--- config.mk ---
export PLATFORM = sky130hd
export DESIGN_NAME = msx_front
export DESIGN_NICKNAME = d
export VERILOG_FILES = /design/src/hw/rtl/msx_pkg.sv /design/src/hw/rtl/msx_front.sv
export SDC_FILE = /design/constraint.sdc
export NUM_CORES = 1
export LEC_CHECK = 0
export BUFFER_PORTS_ARGS = -buffer_cell sky130_fd_sc_hd__buf_2
export CAP_MARGIN = 30
export CORE_MARGIN = 4
export CORE_UTILIZATION = 45
export DETAILED_ROUTE_END_ITERATION = 12
export GPL_TIMING_DRIVEN = 0
export PLACE_DENSITY_LB_ADDON = 0.1
export SLEW_MARGIN = 20
export SYNTH_ARGS = -nofsm -noshare
export SYNTH_HDL_FRONTEND = slang
export SYNTH_SLANG_ARGS = --single-unit
export TNS_END_PERCENT = 1
--- constraint.sdc ---
create_clock -name clock -period 2.8 [get_ports clock]
set_input_delay 0.42 -clock clock [delete_from_list [all_inputs] [get_ports clock]]
set_output_delay 0.42 -clock clock [all_outputs]
set_load 0.03 [all_outputs]
--- src/hw/rtl/msx_pkg.sv ---
`timescale 1ns / 1ps
`default_nettype none
package msx_pkg;

   localparam int DMEM_WORDS = 1024;
   localparam int DMEM_AW    = $clog2(DMEM_WORDS);
   localparam int QDEPTH     = 4;
   localparam int QAW        = $clog2(QDEPTH);

   localparam logic [31:0] BOOT_PC      = 32'hBFC0_0000;
   localparam logic [1:0]  ALIGN_MASK   = 2'b11;
   localparam logic [3:0]  SEG_MASK     = 4'hF;

   localparam logic [5:0] OP_SPECIAL = 6'h00;
   localparam logic [5:0] OP_J       = 6'h02;
   localparam logic [5:0] OP_BEQ     = 6'h04;
   localparam logic [5:0] OP_BNE     = 6'h05;
   localparam logic [5:0] OP_ADDI    = 6'h08;
   localparam logic [5:0] OP_ADDIU   = 6'h09;
   localparam logic [5:0] OP_ORI     = 6'h0D;
   localparam logic [5:0] OP_LUI     = 6'h0F;
   localparam logic [5:0] OP_COP0    = 6'h10;
   localparam logic [5:0] OP_LW      = 6'h23;
   localparam logic [5:0] OP_SW      = 6'h2B;

   localparam logic [5:0] FN_SLL     = 6'h00;
   localparam logic [5:0] FN_ADD     = 6'h20;
   localparam logic [5:0] FN_ADDU    = 6'h21;
   localparam logic [4:0] COP0_MT    = 5'd4;
   localparam logic [5:0] COP0_FUNCT = 6'h00;

   typedef enum logic [2:0] {
      ST_OK     = 3'd0,
      ST_OVF    = 3'd1,
      ST_LD_MIS = 3'd2,
      ST_ST_MIS = 3'd3,
      ST_UNIMP  = 3'd4
   } status_type;

   typedef enum logic [3:0] {
      K_ADD, K_ADDU, K_SLL, K_J, K_ORI, K_BEQ, K_BNE,
      K_ADDI, K_ADDIU, K_LUI, K_LW, K_SW, K_MTC0, K_BAD
   } kind_type;

   typedef struct packed {
      kind_type    kind;
      logic [31:0] instr;
   } qent_type;

endpackage
`default_nettype wire

--- src/hw/rtl/msx_front.sv ---
`timescale 1ns / 1ps
`default_nettype none
module msx_front import msx_pkg::*; (
   input  wire logic        clock,
   input  wire logic        reset,
   input  wire logic        req_valid,
   output logic             req_stall,
   input  wire logic [31:0] req_instr_word,
   output qent_type         head,
   output logic             head_valid,
   input  wire logic        pop
);

   qent_type           q_ff [QDEPTH];
   logic [QAW-1:0]     wr_ptr_ff, rd_ptr_ff;
   logic [QAW:0]       cnt_ff;
   logic               push;
   kind_type           kind;
   logic [5:0]         op, fn;
   logic [4:0]         rs;

   assign op = req_instr_word[31:26];
   assign fn = req_instr_word[5:0];
   assign rs = req_instr_word[25:21];

   always_comb begin
      case (op)
         OP_SPECIAL: begin
            case (fn)
               FN_ADD:  kind = K_ADD;
               FN_ADDU: kind = K_ADDU;
               FN_SLL:  kind = K_SLL;
               default: kind = K_BAD;
            endcase
         end
         OP_J:     kind = K_J;
         OP_BEQ:   kind = K_BEQ;
         OP_BNE:   kind = K_BNE;
         OP_ADDI:  kind = K_ADDI;
         OP_ADDIU: kind = K_ADDIU;
         OP_ORI:   kind = K_ORI;
         OP_LUI:   kind = K_LUI;
         OP_LW:    kind = K_LW;
         OP_SW:    kind = K_SW;
         OP_COP0:  kind = (rs == COP0_MT && fn == COP0_FUNCT) ? K_MTC0 : K_BAD;
         default:  kind = K_BAD;
      endcase
   end

   assign req_stall  = (cnt_ff == (QAW+1)'(QDEPTH));
   assign push       = req_valid && !req_stall;
   assign head       = q_ff[rd_ptr_ff];
   assign head_valid = (cnt_ff != '0);

   always_ff @(posedge clock) begin
      if (push) begin
         q_ff[wr_ptr_ff] <= '{kind: kind, instr: req_instr_word};
      end
   end

   always_ff @(posedge clock) begin
      if (reset) begin
         wr_ptr_ff <= '0;
         rd_ptr_ff <= '0;
         cnt_ff    <= '0;
      end else begin
         if (push) wr_ptr_ff <= wr_ptr_ff + 1'b1;
         if (pop)  rd_ptr_ff <= rd_ptr_ff + 1'b1;
         if (push && !pop)      cnt_ff <= cnt_ff + 1'b1;
         else if (pop && !push) cnt_ff <= cnt_ff - 1'b1;
      end
   end

endmodule
`default_nettype wire

# After elaboration in Yosys (flattened, before gate mapping)
# Memory sizes are Yosys's and may differ from the RTL's. A register that Yosys moved wholly into a read port is not among the register bits.
# Index checks and enable logic that the tools add are counted.
# totals
latch_bits	0
output_inout_bits	38
ram_bits	144
inputBits	36
mem_count	1
elab_cells	42
rom_bits	0
ff_bits	7
# mem_list
name	depth	width	read_ports	rd_clocked_by_memory_dff	write_ports	line	rtl
q_ff	4	36	1	1	1	msx_front.sv:14	qent_type q_ff [QDEPTH];
# classes
addsub	4
n_lt_le_gt_ge	0
n_bitwise	0
shifts	0
mux	9
div	0
multipliers	0
eq_ne	14
reduce_logical	11
# op_table
operator	n
$pmux W4 S11	1
$eq A6 B4 Y1 const B	4
$eq A6 B6 Y1 const B	4
$eq A6 B3 Y1 const B	2
$logic_not A6 Y1	2
$pmux W4 S3	1
$eq A6 B2 Y1 const B	1
$eq A6 B5 Y1 const B	1
$mux W3	2
$eq A5 B3 Y1 const B	1
$add A2 B1 Y2 const B	2
$logic_and A1 B1 Y1	4
$mux W2	2
$add A3 B1 Y3 const B	1
$eq A3 B3 Y1 const B	1
$logic_not A1 Y1	3
$mux W1	3
$reduce_bool A3 Y1	1
$sub A3 B1 Y3 const B	1
$reduce_bool A2 Y1	1

# Longest topological paths before layout
# Gate-level depths: netlist of run 1.
# depth
depth_word	7
ltp_mapped	9
ltp_nobuf	8

# Worst setup path after synthesis of run 1
# No wires, ideal clock.
# synth_path
kind	register -> register
from	register cnt_ff[1]
to	register cnt_ff[2]
slack_ps	390
setup_ps	70
required_time_ps	2730
synth_period_minus_slack_ps	2410
arrival_time_ps	2340
path_stages_with_launch	10
path_buffers	1
cell_sequence	dfxtp_1 nor3b_1 nor2b_1 clkbuf_1 ha_1 inv_1 fa_1 xor2_1 or3_1 a21oi_1
# synth_via
elab_chain_len	6
word_cells_on_any_way	11
classes_between	2 x add/sub; 1 x eq/ne; 2 x mux; 6 x reduce/logical
# synth_lines
item	line	rtl
start: declaration	msx_front.sv:16	logic [QAW:0] cnt_ff;
start signal: assignment	msx_front.sv:69	if (push && !pop) cnt_ff <= cnt_ff + 1'b1;
start signal: assignment	msx_front.sv:70	else if (pop && !push) cnt_ff <= cnt_ff - 1'b1;
$eq A3 B3 Y1 *	msx_front.sv:50	assign req_stall = (cnt_ff == (QAW+1)'(QDEPTH));
via req_stall	msx_front.sv:7	output logic req_stall,
$logic_not A1 Y1 *	msx_front.sv:51	assign push = req_valid && !req_stall;
$logic_and A1 B1 Y1 *	msx_front.sv:51	
via push	msx_front.sv:17	logic push;
$logic_not A1 Y1	msx_front.sv:70	
$logic_and A1 B1 Y1	msx_front.sv:70	
$reduce_bool A2 Y1 (no source line)	n/a	
# The timed path passes the listed nets; every way through them passes the cells marked *. The select of a mux whose other input is x is not followed.
# A chain may end at the register's enable or synchronous reset.

==> reports/results.tsv, run 1 <==
stage	metric	value	unit
sta	worst clock skew	0.005151	ns
routing	routed wire length	11020	µm
sta	Slew @ Worst Pin	0.6487	ns
routing	drt drc	0	
critical_path	R2R depth	9	
global_routing	total track usage	15.71	%
sta	FMAX	387.1	MHz
critical_path	crit end category	primary output	
clock_network	root buf cell	clkbuf_16	
place	HPWL Detailed	7045	µm
clock_network	number of CTS-inserted buffers	17	
pwr	peak supply drop	0.5770	mV
floorplan	Die Y	123.2	µm
critical_path	reg2reg start	cnt_ff[0]	
sta	Slew Viols, Final	0	
clock_network	clock tree from TritonCTS	built	
finish	Ant. Diodes	0	
finish	Layout area overhead	19.88	%
clock_network	clock slew at reported path FFs	0.06	ns
floorplan	chip width	123.2	µm
synthesis	YS warnings	0	
floorplan	row count	41	
pwr	static leakage	2.441	nW
synthesis	Async SR Flop Fraction	0	%
critical_path	Arrival @ worst endpoint	2.16	ns
place	RD Place Congestion	0.7777	
routing	DR iter-0 viols	198	
sta	min Tclk post-route	2.583	ns
critical_path	critical path peak fanout	10	
critical_path	reg-to-reg setup timing slack	0.57	ns
synthesis	Mapped Cells	289	
synthesis	post-synthesis cell type count	44	
critical_path	Crit Reg-Reg Endpoint	cnt_ff[2]	
routing	DR WL/cell	19.40	µm
pwr	pwr/cell area	817.5	nW/µm²
clock_network	setup bufs post-CTS	0	
finish	layout cells sized above 1	38.13	%
clock_network	clk_lat worst skew	0.41	ns
clock_network	hold-fix buffer count after cts	0	
sta	period utilization	92.26	%
clock_network	H-tree depth	4	
global_routing	largest net degree at the start of global routing	22	
hold_path	hold_sp	req_instr_word[9]	
floorplan	Core ar.	12820	µm²
finish	fin cells	568	
critical_path	WP data required	2.38	ns
synthesis	Mean Syn Cell Area	20.65	µm²
floorplan	Die ar.	15170	µm²
critical_path	CP Launch Type	register	
run_status	run status	finished, final reports clean	
sta	Final Setup Violations	0	
floorplan	I/O Pins	74	
finish	commonest non-fill, non-tap cell in the layout	edfxtp_1	
routing	routed vias	2988	
clock_network	Sinks on Clock Net	153	
sta	slew margin rel.	56.75	%
global_routing	vias in the first global route	3123	
global_routing	grt ovf	0	
place	port bufs	72	
routing	Final ANT Viol Nets	0	
sta	unrepaired setup endpoints after global routing	no	
hold_path	Hold EP	q_ff[3][9]	
routing	First-pass DRT Iterations	4	
synthesis	EDFF count, synth	144	
synthesis	register bit total from synthesis	153	
place	placed insts	537	
synthesis	Post-Syn Nets	331	
clock_network	post_cts resized	0	
finish	most frequent cells in the layout	edfxtp_1 (144), buf_2 (78), mux4_2 (36), clkbuf_16 (17), nor2_1 (11)	
synthesis	synthesized area	5967	µm²
global_routing	antenna violations before repair	0	
sta	final hold vios	0	
place	DP Area	6635	µm²
run	max cap viols	0	
global_routing	first-pass GRT wire length	16990	µm
synthesis	main flop type after synthesis	edfxtp_1	
finish	Finished Cell Area	7153	µm²
finish	Net count, final	426	
synthesis	register area share after synthesis	75.49	%
hold_path	hold depth	1	
critical_path	Worst Setup Path Type	reg2out	
hold_path	Hold Crit Class	in2reg	
floorplan	Initial Util	46.53	%
routing	via/cell ratio	5.261	
clock_network	Clock Tree Buf Depth	2	
metrics by stage:
stage / setup slack (ns) / setup TNS [ns] / total power, mW / utilization, % / hold slack [ns]
floorplan: 0.3898 / 0 / 3.559 / - / 0.4614
global route: 0.04807 / 0 / 6.107 / 55.78 / 0.2060
global placement: -0.1740 / -20.53 / 3.862 / 51.01 / 0.4844
CTS: 0.1264 / 0 / 5.939 / 55.78 / 0.1954
detailed placement: 0.5692 / 0 / 3.911 / 51.74 / 0.5083
finish: 0.2168 / 0 / 5.848 / 55.78 / 0.2186
power breakdown:
part / leakage, nW / internal (mW) / switching (mW)
sequential: 1.39 / 2.76 / 0.0633
combinational: 0.791 / 0.371 / 0.644
clock: 0.262 / 1.19 / 0.818
state kept, by name, indices dropped and copies added, names as in the netlist, named ones only:
| signal | count |
|---|---|
| cnt_ff | 3 |
| q_ff | 144 |
| rd_ptr_ff | 2 |
| wr_ptr_ff | 2 |
cells in the mapped netlist (all sizes together) (2+ instances only):
cell type / count / area share, %
inv: 6 / 0.38
nand3b: 2 / 0.25
or3: 3 / 0.31
dfxtp: 9 / 3.0
nand2: 3 / 0.19
mux4: 36 / 14
a31oi: 2 / 0.21
buf: 9 / 0.82
nand4b: 2 / 0.29
o21ai: 5 / 0.42
xnor2: 4 / 0.59
nor2b: 3 / 0.31
mux2i: 2 / 0.34
o21bai: 2 / 0.25
or4: 3 / 0.44
nor2: 11 / 0.69
and2: 4 / 0.42
a21oi: 4 / 0.34
a21boi: 2 / 0.25
ha: 5 / 1.0
a211o: 2 / 0.29
edfxtp: 144 / 72
xor2: 3 / 0.44
clkbuf: 7 / 0.44
final cells by class:
| class | count | area (µm²) |
|---|---|---|
| inverter | 6 | 22.52 |
| clock buffer | 19 | 432.9 |
| timing repair buffer | 76 | 447.9 |
| clock inverter | 12 | 85.08 |
| multi-input combinational | 114 | 1370 |
| buffer | 16 | 75.07 |
| fill | 1036 | 5672 |
| tap | 172 | 215.2 |
| sequential | 153 | 4504 |
worst max-delay path: stages (launching register included):
cell     delay [ns]
dfxtp_1        0.30
buf_2          0.27
buf_2          0.40
mux4_2         0.57
buf_2          0.20
worst max-delay path by stage:
stage                     cells past startpoint       from          end
after CTS                                     4   register     head[23]
final                                         4   register     head[23]
after global routing                          4   register     head[23]
after detailed placement                      9  cnt_ff[0]    cnt_ff[2]
after global placement                        4  req_valid  q_ff[0][16]
after floorplan                               9  cnt_ff[1]    cnt_ff[2]
metal layers:
layer | up-vias | global-route usage (%) | part of all wire (%)
met4 | 0 | 6.920 | 1.7
met1 | 1526 | 19.40 | 43
met2 | 75 | 26.20 | 51
met3 | 14 | 4.117 | 4.3
li1 | 1373 | - | -
met5 | - | 0 | 0
kinds of logic (layout without fill, tap and decap cells):
family | Yosys count | after routing | share of synthesized area (%)
flip-flops | 153 | 153 | 75.49
AND/OR/NAND/NOR | 40 | 40 | 3.984
multiplexers | 38 | 38 | 13.92
AO/OA/AOI/OAI | 22 | 22 | 2.390
buffers and inverters | 22 | 129 | 1.636
adder cells (fa/ha/maj) | 7 | 7 | 1.552
XOR/XNOR | 7 | 7 | 1.027
Note: power is estimated with default switching activity, not from simulation.
==> run 2, diff against run 1 <==
==> constraint.sdc (replaced) <==
create_clock -name clock -period 2.8 [get_ports clock]
set_input_delay 0.56 -clock clock [delete_from_list [all_inputs] [get_ports clock]]
set_output_delay 0.56 -clock clock [all_outputs]
set_load 0.03 [all_outputs]
==> run 2 against run 1 <==
  * Fmax down 3.4%
  * Via count grew 0.30%
  * Critical path depth unchanged
  * Combinational power hardly changed
  * Sequential share of layout area barely moved
  * Worst hold slack improved by 0.14 ns
  * Worst setup slack got worse by 0.091 ns
  * Utilization about the same
  * Clock skew rose by 0.00087 ns
  * Critical path type unchanged
==> reports/results.tsv, run 2 (synthesized netlist as in run 1, its figures left out) <==
stage	metric	value	unit	change
sta	unrepaired setup endpoints after global routing	no		
clock_network	hold-fix buffer count after cts	0		unchanged
pwr	clock power share	34.4	%	about the same
global_routing	total track usage	15.71	%	unchanged
routing	routed wire length	11010	µm	-0.14%
floorplan	I/O Pins	74		unchanged
global_routing	first-pass GRT wire length	16990	µm	about the same
hold_path	hold depth	1		unchanged
floorplan	chip width	123.2	µm	unchanged
place	HPWL Detailed	7045	µm	unchanged
finish	Top reg by flops	q_ff		
critical_path	crit end category	primary output		
sta	worst clock skew	0.006016	ns	+0.0008652 ns
finish	Net count, final	426		unchanged
clock_network	setup bufs post-CTS	0		unchanged
critical_path	Arrival @ worst endpoint	2.11	ns	-0.05 ns
critical_path	Worst Setup Path Type	reg2out		
finish	most frequent cells in the layout	edfxtp_1 (144), buf_2 (77), mux4_2 (36), clkbuf_16 (17), nor2_1 (11)		
critical_path	Crit Reg-Reg Endpoint	cnt_ff[2]		
hold_path	hold_sp	req_instr_word[9]		
sta	slew margin rel.	57.04	%	+0.28 points
finish	layout cells sized above 1	38.64	%	+0.51 points
pwr	sequential power share	48.2	%	about the same
routing	drt drc	0		unchanged
finish	Layout area overhead	19.96	%	about the same
run	max cap viols	0		unchanged
clock_network	number of CTS-inserted buffers	17		unchanged
place	RD Place Congestion	0.7777		unchanged
clock_network	clock slew at reported path FFs	0.06	ns	about the same
sta	Slew @ Worst Pin	0.6445	ns	-0.004263 ns
run_status	run status	finished, final reports clean		
routing	Final ANT Viol Nets	0		unchanged
sta	final hold vios	0		unchanged
sta	min Tclk post-route	2.674	ns	+0.09110 ns
pwr	Sw Ratio	26.07	%	about the same
clock_network	post_cts resized	1		+1
finish	fin cells	568		unchanged
floorplan	Initial Util	46.53	%	unchanged
pwr	pwr/cell area	817.1	nW/µm²	about the same
critical_path	CP Launch Type	register		
hold_path	Hold EP	q_ff[3][9]		
critical_path	R2R depth	9		unchanged
critical_path	reg-to-reg setup timing slack	0.57	ns	about the same
pwr	Combinational Power Share	17.4	%	about the same
floorplan	Die Y	123.2	µm	unchanged
clock_network	Sinks on Clock Net	153		unchanged
finish	Fillers	1033		-0.29%
finish	commonest non-fill, non-tap cell in the layout	edfxtp_1		
routing	DR iter-0 viols	195		-1.5%
pwr	Switch Pwr	1.525	mW	about the same
global_routing	vias in the first global route	3126		+0.096%
clock_network	H-tree depth	4		unchanged
place	port bufs	72		unchanged
sta	Final Setup Violations	0		unchanged
clock_network	clock tree from TritonCTS	built		
finish	Ant. Diodes	0		unchanged
pwr	Int Pwr	4.324	mW	about the same
floorplan	row count	41		unchanged
sta	worst hold slack	0.3603	ns	+0.1417 ns
clock_network	root buf cell	clkbuf_16		
critical_path	critical path peak fanout	10		unchanged
pwr	peak supply drop	0.5778	mV	+0.15%
critical_path	WP data required	2.24	ns	-0.14 ns
global_routing	antenna violations before repair	0		unchanged
finish	max FFs per register	144		unchanged
clock_network	clk_lat worst skew	0.41	ns	about the same
routing	DR WL/cell	19.38	µm	-0.14%
pwr	static leakage	2.448	nW	+0.29%
hold_path	Hold Crit Class	in2reg		
sta	period utilization	95.51	%	+3.3 points
floorplan	Die ar.	15170	µm²	unchanged
global_routing	grt ovf	0		unchanged
sta	FMAX	373.9	MHz	-3.4%
place	placed insts	537		unchanged
routing	First-pass DRT Iterations	4		unchanged
floorplan	Core ar.	12820	µm²	unchanged
finish	top flop regs	q_ff x144, cnt_ff x3		
critical_path	reg2reg start	cnt_ff[0]		
global_routing	largest net degree at the start of global routing	22		unchanged
routing	routed vias	2997		+0.30%
routing	via/cell ratio	5.276		+0.30%
sta	Slew Viols, Final	0		unchanged
clock_network	Clock Tree Buf Depth	2		unchanged
## run 2: changes by cell type in the layout (fill, tap and decap cells not counted)
cell / change
buf_4: +1
clkbuf_1: -1
buf_1: -1
buf_2: -1
clkbuf_2: +2
## run 2: area by class of cell
class | instances | area [µm²] | area share [%]
sequential | 153 | 4504 | 62.93
multi-input combinational | 114 | 1370 | 19.14
timing repair buffer | 76 | 447.9 | 6.258
clock buffer | 19 | 432.9 | 6.048
tap | 172 | 215.2 | 3.006
clock inverter | 12 | 85.08 | 1.189
buffer | 16 | 80.08 | 1.119
inverter | 6 | 22.52 | 0.3146
## run 2: worst max path at each step
stage / endpoint / start / cells past startpoint
after global routing: head[11] / register / 4
after global placement: q_ff[0][16] / req_valid / 4
after CTS: head[32] / register / 4
after floorplan: cnt_ff[2] / cnt_ff[1] / 9
final: head[10] / register / 4
after detailed placement: cnt_ff[2] / req_valid / 9
## run 2: stage by stage
stage / setup WS [ns] / total power, mW / utilization, % / area [µm²] / TNS [ns]
CTS: 0.01637 / 5.940 / 55.80 / 7156 / 0
finish: 0.1257 / 5.849 / 55.81 / 7158 / 0
detailed placement: 0.4302 / 3.911 / 51.74 / 6635 / 0
global route: 0.007955 / 6.109 / 55.81 / 7158 / 0
floorplan: 0.3898 / 3.559 / - / 5967 / 0
global placement: -0.3140 / 3.862 / 51.01 / 6543 / -40.69
## run 2: critical path, cell delays in order (launching register included)
cell	delay, ns
dfxtp_1	0.31
buf_2	0.24
clkbuf_1	0.53
mux4_2	0.41
buf_2	0.19
## run 2: layer usage
| layer | vias up | track usage, % | wire (µm) |
|---|---|---|---|
| met3 | 16 | 4.117 | 494 |
| met4 | 0 | 6.920 | 181 |
| met2 | 77 | 26.20 | 5608 |
| li1 | 1373 | - | - |
| met5 | - | 0 | 0 |
| met1 | 1531 | 19.40 | 4719 |
## run 2: power groups by stage
stage / registers, mW / logic [mW] / clock network [mW]
2_1_floorplan: 2.85 / 0.704 / 0
3_3_place_gp: 2.87 / 0.990 / 0
3_5_place_dp: 2.87 / 1.04 / 0
4_1_cts: 2.82 / 1.04 / 2.07
5_1_grt: 2.84 / 1.10 / 2.17
6_report: 2.82 / 1.02 / 2.01
